`config.mk`:
```
export PLATFORM = sky130hd
export DESIGN_NAME = bounded_list_engine
export DESIGN_NICKNAME = d
export VERILOG_FILES = /design/src/hdl/blc_pkg.sv /design/src/hdl/bounded_list_engine.sv /design/src/hdl/blc_cell.sv
export SDC_FILE = /design/constraint.sdc
export NUM_CORES = 2
export LEC_CHECK = 0
export BUFFER_PORTS_ARGS = -buffer_cell sky130_fd_sc_hd__buf_2
export CORE_MARGIN = 2
export CORE_UTILIZATION = 43
export CTS_CLUSTER_DIAMETER = 100
export DETAILED_ROUTE_END_ITERATION = 12
export PLACE_DENSITY = 0.71
export REMOVE_ABC_BUFFERS = 1
export SETUP_SLACK_MARGIN = 0.4
export SKIP_LAST_GASP = 1
export SLEW_MARGIN = 25
export SYNTH_ARGS = -nofsm -noshare
export SYNTH_HDL_FRONTEND = slang
export SYNTH_SLANG_ARGS = --single-unit
```
`constraint.sdc`:
```
create_clock -name clk -period 8.7 [get_ports clk]
set_input_delay 0.435 -clock clk [delete_from_list [all_inputs] [get_ports clk]]
set_output_delay 0.435 -clock clk [all_outputs]
set_load 0.1 [all_outputs]
```
`src/hdl/blc_pkg.sv`:
```
// blc_pkg: shared types and constants for the bounded list engine.
// No dependencies; imported by blc_cell and bounded_list_engine.
`timescale 1ns / 1ps
`default_nettype none

package blc_pkg;

    localparam int DEPTH_DEF      = 16;
    localparam int DATA_WIDTH_DEF = 32;

    // index/count arithmetic width: covers DEPTH up to 511 and the 5-bit position port
    localparam int IDX_W = 9;

    localparam logic [4:0] CAP_RESET = 5'd16;

    typedef enum logic [3:0] {
        OP_PUSH     = 4'd0,
        OP_POP      = 4'd1,
        OP_PEEK     = 4'd2,
        OP_INSERT   = 4'd3,
        OP_REMOVE   = 4'd4,
        OP_READ     = 4'd5,
        OP_WRITE    = 4'd6,
        OP_FILL     = 4'd7,
        OP_FILL_CAP = 4'd8,
        OP_CLEAR    = 4'd9
    } op_t;

    typedef enum logic [1:0] {
        ST_OK    = 2'd0,
        ST_FULL  = 2'd1,
        ST_EMPTY = 2'd2,
        ST_RANGE = 2'd3
    } status_t;

    // what every cell does this cycle; each cell compares its own index
    typedef enum logic [2:0] {
        CA_HOLD       = 3'd0,
        CA_WRITE_AT   = 3'd1,
        CA_SHIFT_UP   = 3'd2,
        CA_SHIFT_DOWN = 3'd3,
        CA_FILL_BELOW = 3'd4
    } cell_act_t;

    typedef struct packed {
        cell_act_t          act;
        logic [IDX_W-1:0]   pos;
        logic [IDX_W-1:0]   limit;
    } cell_cmd_t;

endpackage

`default_nettype wire

```
`src/hdl/bounded_list_engine.sv`:
```
// bounded_list_engine: ordered list of up to DEPTH entries held in a row of cells.
// Result: strobed on done in the cycle after start is taken.
// Throughput: one item per cycle; every request, shifts and fills included,
// completes across the whole cell row at once. busy never rises.
// Reset: count cleared, capacity 16, no result pending; entries undefined.
// Results cannot be stalled by the receiver.
`timescale 1ns / 1ps
`default_nettype none

module bounded_list_engine
    import blc_pkg::*;
#(
    parameter int DEPTH      = DEPTH_DEF,
    parameter int DATA_WIDTH = DATA_WIDTH_DEF
)
(
    input  wire logic        clk,
    input  wire logic        rst_n,
    input  wire logic        start,
    output logic             busy,
    input  wire logic [3:0]  operation,
    input  wire logic [4:0]  position,
    input  wire logic [31:0] value,
    output logic             done,
    output logic [1:0]       status,
    output logic [31:0]      data_out,
    output logic [4:0]       count_out,
    input  wire logic        cfg_valid,
    output logic             cfg_ready,
    input  wire logic [4:0]  cfg_data
);

    localparam int CW = $clog2(DEPTH + 1);
    localparam int AW = $clog2(DEPTH);
    localparam logic [IDX_W-1:0] DEPTH_X = IDX_W'(DEPTH);

    logic [CW-1:0] count_reg;
    logic [CW-1:0] count_next;
    logic [4:0]    cap_reg;
    logic          done_reg;
    logic [1:0]    status_reg;
    logic [31:0]   data_reg;
    logic [4:0]    count_out_reg;

    logic                  go;
    logic [IDX_W-1:0]      cnt_x;
    logic [IDX_W-1:0]      pos_x;
    logic [IDX_W-1:0]      cap_raw;
    logic [IDX_W-1:0]      cap_x;
    logic [IDX_W-1:0]      cnt_new;
    logic [IDX_W-1:0]      rd_idx;
    logic                  rd_en;
    status_t               st;
    cell_cmd_t             cmd;
    logic [DATA_WIDTH-1:0] word;
    logic [DATA_WIDTH-1:0] rd_word;
    logic [63:0]           rd_ext;

    logic [DATA_WIDTH-1:0] cell_data [DEPTH];

    assign busy      = 1'b0;
    assign cfg_ready = 1'b1;
    assign go        = start && !busy;

    assign word    = DATA_WIDTH'(value);
    assign cnt_x   = IDX_W'(count_reg);
    assign pos_x   = IDX_W'(position);
    assign cap_raw = IDX_W'(cap_reg);
    assign cap_x   = (cap_raw > DEPTH_X) ? DEPTH_X : cap_raw;

    always_comb
    begin
        cmd.act   = CA_HOLD;
        cmd.pos   = pos_x;
        cmd.limit = cnt_x;
        st        = ST_OK;
        rd_en     = 1'b0;
        rd_idx    = pos_x;
        cnt_new   = cnt_x;
        if (go)
        begin
            unique case (op_t'(operation))
                OP_PUSH:
                begin
                    if (cnt_x >= cap_x)
                        st = ST_FULL;
                    else
                    begin
                        cmd.act = CA_WRITE_AT;
                        cmd.pos = cnt_x;
                        cnt_new = cnt_x + IDX_W'(1);
                    end
                end
                OP_POP:
                begin
                    if (cnt_x == '0)
                        st = ST_EMPTY;
                    else
                    begin
                        rd_en   = 1'b1;
                        rd_idx  = cnt_x - IDX_W'(1);
                        cnt_new = cnt_x - IDX_W'(1);
                    end
                end
                OP_PEEK:
                begin
                    if (cnt_x == '0)
                        st = ST_EMPTY;
                    else
                    begin
                        rd_en  = 1'b1;
                        rd_idx = cnt_x - IDX_W'(1);
                    end
                end
                OP_INSERT:
                begin
                    // full is checked before the position
                    if (cnt_x >= cap_x)
                        st = ST_FULL;
                    else if (pos_x > cnt_x)
                        st = ST_RANGE;
                    else
                    begin
                        cmd.act = CA_SHIFT_UP;
                        cnt_new = cnt_x + IDX_W'(1);
                    end
                end
                OP_REMOVE:
                begin
                    if (cnt_x == '0)
                        st = ST_EMPTY;
                    else if (pos_x >= cnt_x)
                        st = ST_RANGE;
                    else
                    begin
                        rd_en   = 1'b1;
                        cmd.act = CA_SHIFT_DOWN;
                        cnt_new = cnt_x - IDX_W'(1);
                    end
                end
                OP_READ:
                begin
                    if (pos_x >= cnt_x)
                        st = ST_RANGE;
                    else
                        rd_en = 1'b1;
                end
                OP_WRITE:
                begin
                    if (pos_x >= cnt_x)
                        st = ST_RANGE;
                    else
                        cmd.act = CA_WRITE_AT;
                end
                OP_FILL:
                begin
                    cmd.act = CA_FILL_BELOW;
                end
                OP_FILL_CAP:
                begin
                    cmd.act   = CA_FILL_BELOW;
                    cmd.limit = cap_x;
                    cnt_new   = cap_x;
                end
                OP_CLEAR:
                begin
                    cnt_new = '0;
                end
                default:
                begin
                    st = ST_OK;
                end
            endcase
        end
    end

    assign count_next = CW'(cnt_new);

    // the list as a chain: each cell sees its lower and upper neighbor
    for (genvar i = 0; i < DEPTH; i++)
    begin : g_cell
        logic [DATA_WIDTH-1:0] lower;
        logic [DATA_WIDTH-1:0] upper;

        if (i == 0)
        begin : g_first
            assign lower = '0;
        end
        else
        begin : g_lower
            assign lower = cell_data[i-1];
        end

        if (i == DEPTH - 1)
        begin : g_last
            assign upper = '0;
        end
        else
        begin : g_upper
            assign upper = cell_data[i+1];
        end

        blc_cell #(
            .DATA_WIDTH (DATA_WIDTH),
            .IDX        (i)
        ) u_cell (
            .clk      (clk),
            .cmd      (cmd),
            .word_in  (word),
            .lower_in (lower),
            .upper_in (upper),
            .entry    (cell_data[i])
        );
    end

    // rd_idx is below the count whenever rd_en is set
    assign rd_word = cell_data[rd_idx[AW-1:0]];
    assign rd_ext  = rd_en ? 64'(rd_word) : 64'd0;

    always_ff @(posedge clk or negedge rst_n)
    begin
        if (!rst_n)
        begin
            count_reg <= '0;
            cap_reg   <= CAP_RESET;
            done_reg  <= 1'b0;
        end
        else
        begin
            done_reg <= go;
            if (go)
                count_reg <= count_next;
            if (cfg_valid && cfg_ready)
                cap_reg <= cfg_data;
        end
    end

    always_ff @(posedge clk)
    begin
        if (go)
        begin
            status_reg    <= st;
            data_reg      <= rd_ext[31:0];
            count_out_reg <= 5'(cnt_new);
        end
    end

    assign done      = done_reg;
    assign status    = status_reg;
    assign data_out  = data_reg;
    assign count_out = count_out_reg;

endmodule

`default_nettype wire

```
`src/hdl/blc_cell.sv`:
```
// blc_cell: one list entry. Loads the broadcast word or takes a neighbor's
// entry, decided by its own index against the broadcast command. Uses blc_pkg.
`timescale 1ns / 1ps
`default_nettype none

module blc_cell
    import blc_pkg::*;
#(
    parameter int DATA_WIDTH = DATA_WIDTH_DEF,
    parameter int IDX        = 0
)
(
    input  wire logic                  clk,
    input  wire cell_cmd_t             cmd,
    input  wire logic [DATA_WIDTH-1:0] word_in,
    input  wire logic [DATA_WIDTH-1:0] lower_in,
    input  wire logic [DATA_WIDTH-1:0] upper_in,
    output logic      [DATA_WIDTH-1:0] entry
);

    localparam logic [IDX_W-1:0] HERE = IDX_W'(IDX);

    logic [DATA_WIDTH-1:0] entry_reg;
    logic [DATA_WIDTH-1:0] entry_next;

    always_comb
    begin
        entry_next = entry_reg;
        unique case (cmd.act)
            CA_HOLD:
            begin
                entry_next = entry_reg;
            end
            CA_WRITE_AT:
            begin
                if (HERE == cmd.pos)
                    entry_next = word_in;
            end
            CA_SHIFT_UP:
            begin
                if (HERE == cmd.pos)
                    entry_next = word_in;
                else if ((HERE > cmd.pos) && (HERE <= cmd.limit))
                    entry_next = lower_in;
            end
            CA_SHIFT_DOWN:
            begin
                if ((HERE >= cmd.pos) && ((HERE + IDX_W'(1)) < cmd.limit))
                    entry_next = upper_in;
            end
            CA_FILL_BELOW:
            begin
                if (HERE < cmd.limit)
                    entry_next = word_in;
            end
            default:
            begin
                entry_next = entry_reg;
            end
        endcase
    end

    always_ff @(posedge clk)
    begin
        entry_reg <= entry_next;
    end

    assign entry = entry_reg;

endmodule

`default_nettype wire
```
## After elaboration in Yosys (flattened, before gate mapping)

Index checks and enable logic that the tools add are counted.

- Muxes and demuxes: 132
- Eq/ne operators: 92
- Bitwise operators: 1
- Order comparisons: 70
- Reductions and logical operators: 55
- $add $sub $neg: 2

Operators by type and width:

| operator | number |
|---|---|
| 32-bit two-way mux | 82 |
| 32-bit case mux with 4 select lines | 16 |
| 32-bit binary-select mux with 4-bit select | 1 |
| 2-bit by 1-bit inequality test with 1-bit output (second input constant) | 48 |
| 5-bit AND reduction | 16 |
| 4-bit by 9-bit == test with 1-bit output (first input constant) | 8 |
| 4-bit by 9-bit >= comparator with 1-bit output (first input constant) | 8 |
| 4-bit by 9-bit > comparator with 1-bit output (first input constant) | 8 |
| 4-bit by 9-bit less-or-equal comparator with 1-bit output (first input constant) | 8 |
| 4-bit by 9-bit < comparator with 1-bit output (first input constant) | 8 |
| 3-bit by 1-bit inequality test with 1-bit output (second input constant) | 16 |
| 5-bit two-way mux | 8 |
| 3-bit by 9-bit == test with 1-bit output (first input constant) | 4 |
| 3-bit by 9-bit >= comparator with 1-bit output (first input constant) | 4 |
| 3-bit by 9-bit > comparator with 1-bit output (first input constant) | 4 |
| 3-bit by 9-bit less-or-equal comparator with 1-bit output (first input constant) | 4 |
| 3-bit by 9-bit < comparator with 1-bit output (first input constant) | 4 |
| 1-bit logical AND | 32 |
| 5-bit case mux with 6 select lines | 1 |
| 21-bit two-way mux | 1 |
| 2-bit by 9-bit == test with 1-bit output (first input constant) | 2 |
| 1-bit by 9-bit >= comparator with 1-bit output (first input constant) | 2 |
| 2-bit by 9-bit >= comparator with 1-bit output (first input constant) | 2 |
| 1-bit by 9-bit > comparator with 1-bit output (first input constant) | 2 |
| other kinds (34) | 63 |

- Input port bits: 50
- Output and inout bits: 42
- Register bits: 562
- Logic and storage cells: 374

## Longest topological paths before layout

- Depth after elaboration: 11
- Depth in mapped cells: 16

## Hierarchy

From an unflattened synthesis, not the netlist that was laid out.

- Cells, all modules: 3659
- Area total of the unflattened synthesis: 37748.7 um^2

By module, submodules not included:

| module | cells an instance | seq. area each (um^2) | area each (um^2) | instances |
|---|---|---|---|---|
| bounded_list_engine | 874 | 1447.6 | 7410.9 | 1 |
| blc_cell at g_cell[5].u_cell | 207 | 960.9 | 2108.3 | 1 |
| blc_cell at g_cell[15].u_cell | 205 | 960.9 | 2009.4 | 1 |
| blc_cell at g_cell[9].u_cell | 174 | 960.9 | 2005.7 | 1 |
| blc_cell at g_cell[1].u_cell | 208 | 960.9 | 1998.2 | 1 |
| blc_cell at g_cell[11].u_cell | 167 | 960.9 | 1996.9 | 1 |
| blc_cell at g_cell[3].u_cell | 166 | 960.9 | 1994.4 | 1 |
| blc_cell at g_cell[4].u_cell | 167 | 960.9 | 1991.9 | 1 |
| blc_cell at g_cell[0].u_cell | 162 | 960.9 | 1938.1 | 1 |
| blc_cell at g_cell[8].u_cell | 165 | 960.9 | 1893.1 | 1 |
| blc_cell at g_cell[10].u_cell | 163 | 960.9 | 1863.0 | 1 |
| blc_cell at g_cell[7].u_cell | 165 | 960.9 | 1831.8 | 1 |
| blc_cell at g_cell[13].u_cell | 171 | 960.9 | 1784.2 | 1 |
| blc_cell at g_cell[2].u_cell | 167 | 960.9 | 1762.9 | 1 |
| 3 more rows | -- | -- | -- | -- |

## Least setup slack after synthesis

No wires, ideal clock.

- Kind: reg-to-reg
- Start point: register cap_reg[4]
- End point: register g_cell[11].u_cell.entry_reg[0], enable pin
- Library setup time: 594 ps
- Stages on the path, launching flop included: 13
- Data arrival time: 7833 ps
- Path slack: 273 ps
- Buffers on the path: 2
- Cell sequence: dfstp_2 -> clkbuf_1 -> nor2b_1 -> inv_1 -> ha_1 -> a21o_1 -> a31oi_1 -> o21ai_1 -> o32a_1 -> buf_4 -> nand3_1 -> o21ai_0 -> a2111oi_0

- Longest elaborated chain between the ends: 10
- Elaborated cells on any way between the ends: 27
- Classes of those cells: order compare (7); eq/ne (9); mux (7); reduce/logical (4)

RTL lines:

| element | RTL line | RTL |
|---|---|---|
| start: declaration | bounded_list_engine.sv:39 | `logic [4:0] cap_reg;` |
| start signal: assignment | bounded_list_engine.sv:234 | `cap_reg <= cfg_data;` |
| 5-bit > comparator | bounded_list_engine.sv:69 | `assign cap_x = (cap_raw > DEPTH_X) ? DEPTH_X : cap_raw;` |
| 5-bit two-way mux (*) | bounded_list_engine.sv:69 |  |
| 5-bit >= comparator | bounded_list_engine.sv:85, bounded_list_engine.sv:118 |  |
| 10-bit two-way mux | bounded_list_engine.sv:85 | `if (cnt_x >= cap_x)` |
| 9-bit two-way mux | bounded_list_engine.sv:82 | `unique case (op_t'(operation))` |
| 21-bit two-way mux (*) | bounded_list_engine.sv:80 | `if (go)` |
| 4-bit by 9-bit > comparator with 1-bit output / 4-bit by 9-bit >= comparator with 1-bit output (equally long branches) | blc_cell.sv:43, blc_cell.sv:48 |  |
| 1-bit logical AND (on tied branches) | blc_cell.sv:43, blc_cell.sv:48 |  |
| 3-bit by 1-bit inequality test with 1-bit output (no source line) / 2-bit by 1-bit inequality test with 1-bit output (equally long branches) | -- |  |
| 5-bit AND reduction (no source line) (*) | -- |  |
| end signal: assignment | blc_cell.sv:65 | `entry_reg <= entry_next;` |
| end: declaration | blc_cell.sv:23 | `logic [DATA_WIDTH-1:0] entry_reg;` |

Every way passes the cells marked *; elsewhere a longest branch is shown, timed or not.
A chain may end at the register's enable or synchronous reset.

## Worst setup path after layout

- Start point: register count_reg[2]
- End point: register g_cell[13].u_cell.entry_reg[28], enable pin

- Longest elaborated chain between the ends: 8
- Elaborated cells on any way between the ends: 32
- Classes of those cells: order compare (8); eq/ne (9); mux (10); reduce/logical (5)

RTL lines:

| element | RTL line | RTL |
|---|---|---|
| start: declaration | bounded_list_engine.sv:37 | `logic [CW-1:0] count_reg;` |
| start signal: assignment | bounded_list_engine.sv:232 | `count_reg <= count_next;` |
| 5-bit >= comparator (tied with other cells) | bounded_list_engine.sv:85, bounded_list_engine.sv:118 |  |
| 10-bit two-way mux (tied with other cells) | bounded_list_engine.sv:85 |  |
| 9-bit two-way mux (tied with other cells) | bounded_list_engine.sv:82 |  |
| 21-bit two-way mux (*) | bounded_list_engine.sv:80 |  |
| 4-bit by 9-bit > comparator with 1-bit output (tied with other cells) | blc_cell.sv:43 | `else if ((HERE > cmd.pos) && (HERE <= cmd.limit))` |
| 1-bit logical AND (tied with other cells) | blc_cell.sv:43 |  |
| 3-bit by 1-bit inequality test with 1-bit output (no source line) (tied with other cells) | -- |  |
| 5-bit AND reduction (no source line) (*) | -- |  |
| end signal: assignment | blc_cell.sv:65 |  |
| end: declaration | blc_cell.sv:23 |  |

Marks and branches as above.

==> results.txt <==
Area growth, synth to finish = 9.39%
Worst Min Path Start = cfg_data[0]
number of remaining DRC errors = 0
share of layout cells above drive strength 1 = 0.149
Max Fclk = 180 MHz
outcome = finished clean
PostCTS Resize Cnt = 0
Core ar. = 74400 um^2
Hold Worst Slack = 0.0493 ns
sequential share of the synthesized area = 0.521
antenna violations before repair = 4
placed instance area = 33400 um^2
vias in the first global route = 25.0k
Avg Cell Area, Syn = 10.8 um^2
CP max stage cell = o32ai_2
Routed Antenna Nets = 0
clk buf depth = 3
Synth Cell Area = 32300 um^2
switching pwr = 2.31 mW
CP Launch Point = count_reg[2]$_DFFE_PN0P_
Final setup viols = 0
Slew Limit Fails = 0
Net Sw Frac = 0.313
clk_lat worst skew = 0.66 ns
first-pass GRT wire length = 159 mm
largest net degree at the start of global routing = 188
number of buffers created by CTS = 60
commonest non-fill, non-tap cell in the layout = nand2_1
Final Util = 0.475
crit-path max FO = 25
cells on worst reg2reg path = 10
unrepaired setup endpoints after global routing = false
vias post-DR = 26.4k
Initial Utilization = 0.434
Peak supply drop = 179 uV
via-per-instance ratio = 6.73
final hold vios = 0
filler cell count = 6628
routed wire length = 107 mm
clock slew at reported path FFs = 0.06 ns
leak pwr = 12.5 nW
fin nets = 2965
worst r2r src = count_reg[2]$_DFFE_PN0P_
CP arrival = 5.83 ns
commonest cells after routing, fill and taps aside = nand2_1 (921), edfxtp_1 (551), a22oi_1 (464)
Worst Setup End Kind = register
hold path depth = 2
FF+latch count, synth = 562
Port Buffers = 89
sequential share of power = 0.458
clock share of power = 0.339
Initial DRC Count = 4294
IO Count = 92
Largest register FFs = 512
Max-slew headroom = 0.200
Die Wd = 278 um
FF-to-FF setup slack = 3.13 ns
Syn Inst Count = 2995
Final min period = 5.57 ns
dpl hpwl = 60.8 mm
drt pass-1 iters = 9
Hold Path End = cap_reg[0]$_DFFE_PN0P_
number of placement rows = 100
die height = 278 um
Startpoint Class = register
Clock Skews = 0.0495 ns
Max Cap Viol = 0
global route total overflow = 0
total of warnings raised by yosys = 0
Internal = 5.07 mW
async set-or-reset flop fraction in the synthesized netlist = 0.0196
unique cell type count in the Yosys netlist = 88
final instance area = 35400 um^2
Worst Setup Path Type = reg -> reg
GPL Wtd Cong = 0.940
Gate power share = 0.202
root buffer cell = clkbuf_16
Hold WC Path Type = in -> reg
Num Clock Sinks = 562
Critical Path, Cell by Cell = clkinv_1 -> ha_1 -> a21o_1 -> a21oi_1 -> a32oi_1 -> o32ai_2 -> nand2_1 -> o31a_1 -> nor3_2 -> buf_4
H-tree levels = 2
fin crit share = 0.640
Crit path required time = 8.96 ns
TritonCTS clock tree = done
Tightest Pin Transition = 1.20 ns
RR Endpoint = g_cell[13].u_cell.entry[28]$_DFFE_PP_
Final Total Pwr = 7.37 mW
DIE AREA = 77400 um^2
DR WL/cell = 27.2 um
crit-path max cell delay = 0.94 ns
Post-synth EDFFs = 551
Post-synth top flop = edfxtp_1
Cell Pwr Density = 209 nW/um^2
total track usage = 0.268
[power groups by stage]
stage	Clock, mW	Sequential (mW)	Combinational (mW)
after CTS	2.52	3.37	1.45
after global placement	0	3.42	1.42
after detailed placement	0	3.42	1.44
after global routing	2.62	3.40	1.58
after floorplan	0	3.53	0.931
final	2.50	3.38	1.49
[synthesized netlist by cell type (4+ instances only)]
cell type	instances	area, um^2
and2_1	39	244
ha_1	12	150
nor3_1	18	90.1
o211ai_1	11	82.6
mux2_2	42	473
o21ai_1	8	40.0
buf_1	7	26.3
nand2_1	921	3460
o31a_1	4	35.0
a2111oi_0	5	43.8
buf_6	10	113
a31oi_1	8	50.1
edfxtp_1	551	16500
o31ai_1	4	30.0
nor4_1	4	25.0
a22oi_1	464	3480
mux2i_1	60	601
mux4_2	94	2120
clkbuf_1	158	593
o221ai_1	18	158
a21boi_0	8	60.1
a211oi_1	5	37.5
nor2b_1	14	87.6
nand2b_1	9	56.3
nor2_1	46	173
o21a_1	5	37.5
o21ai_0	65	325
or3_1	6	37.5
buf_4	36	270
dfrtp_1	10	250
buf_2	89	445
nand3_1	23	115
a22o_1	66	578
nor2_4	6	67.6
a311o_1	6	60.1
and2_0	4	25.0
a21oi_1	27	135
a21o_1	10	75.1
inv_1	13	48.8
a221o_1	32	320
a221oi_1	7	61.3
[through the flow]
step / setup TNS (ns) / setup slack, ns / cells
4_1_cts: 0 / 3.23 / 3914
6_report: 0 / 3.13 / 3919
2_1_floorplan: -6229.26 / -23.53 / 2695
3_5_place_dp: 0 / 3.23 / 3806
5_1_grt: 0 / 2.79 / 3918
3_3_place_gp: 0 / 3.41 / 3800
[routing by layer]
| metal | global-route usage | vias to the layer above | part of all wire |
|---|---|---|---|
| li1 | - | 11200 | - |
| met1 | 0.372 | 12800 | 0.38 |
| met2 | 0.409 | 2060 | 0.45 |
| met3 | 0.0546 | 325 | 0.13 |
| met4 | 0.117 | 2 | 0.043 |
| met5 | 0 | - | 0.00010 |
[kinds of logic after synthesis]
family | Yosys count | synth area share
compound gates | 786 | 0.183
xor+xnor | 5 | 0.00159
fa+ha+maj | 12 | 0.00465
buf+inv | 315 | 0.0465
flops | 562 | 0.521
mux | 196 | 0.0987
other cells | 2 | 0.000232
simple gates | 1117 | 0.144
[final cells by class]
type	instances	area [um^2]	share of cell area
diodes	2	5.00	0.000142
well taps	969	1210	0.0343
repair buffers	146	1060	0.0301
inverters	15	56.3	0.00159
flip-flops and latches	562	16800	0.476
clock buffers	71	1560	0.0442
clock inverters	36	297	0.00839
multi-input cells	2118	14300	0.405
[critical path, delay by kind of cell (launching register included)]
kind	cells	cell delay [ns]
AO/OA/AOI/OAI	5	2.07
adder cells (fa/ha/maj)	1	0.31
buffers and inverters	2	1.07
flip-flops	1	0.83
AND/OR/NAND/NOR	2	0.89
[worst max-delay path by stage]
| stage | slack [ns] | depth (start not counted) | endpoint |
|---|---|---|---|
| floorplan | -23.53 | 7 | g_cell[3].u_cell.entry[0]$_DFFE_PP_ |
| global placement | 3.41 | 10 | g_cell[13].u_cell.entry[0]$_DFFE_PP_ |
| detailed placement | 3.23 | 10 | g_cell[13].u_cell.entry[0]$_DFFE_PP_ |
| CTS | 3.23 | 10 | g_cell[13].u_cell.entry[28]$_DFFE_PP_ |
| global route | 2.79 | 10 | g_cell[13].u_cell.entry[8]$_DFFE_PP_ |
| finish | 3.13 | 10 | g_cell[13].u_cell.entry[28]$_DFFE_PP_ |
[timing repair]
action	4_1_cts	5_1_grt
buffers inserted	0	0
endpoints found under the hold margin	11	0
hold buffers	1	0
Note: power is estimated with default switching activity, not from simulation.
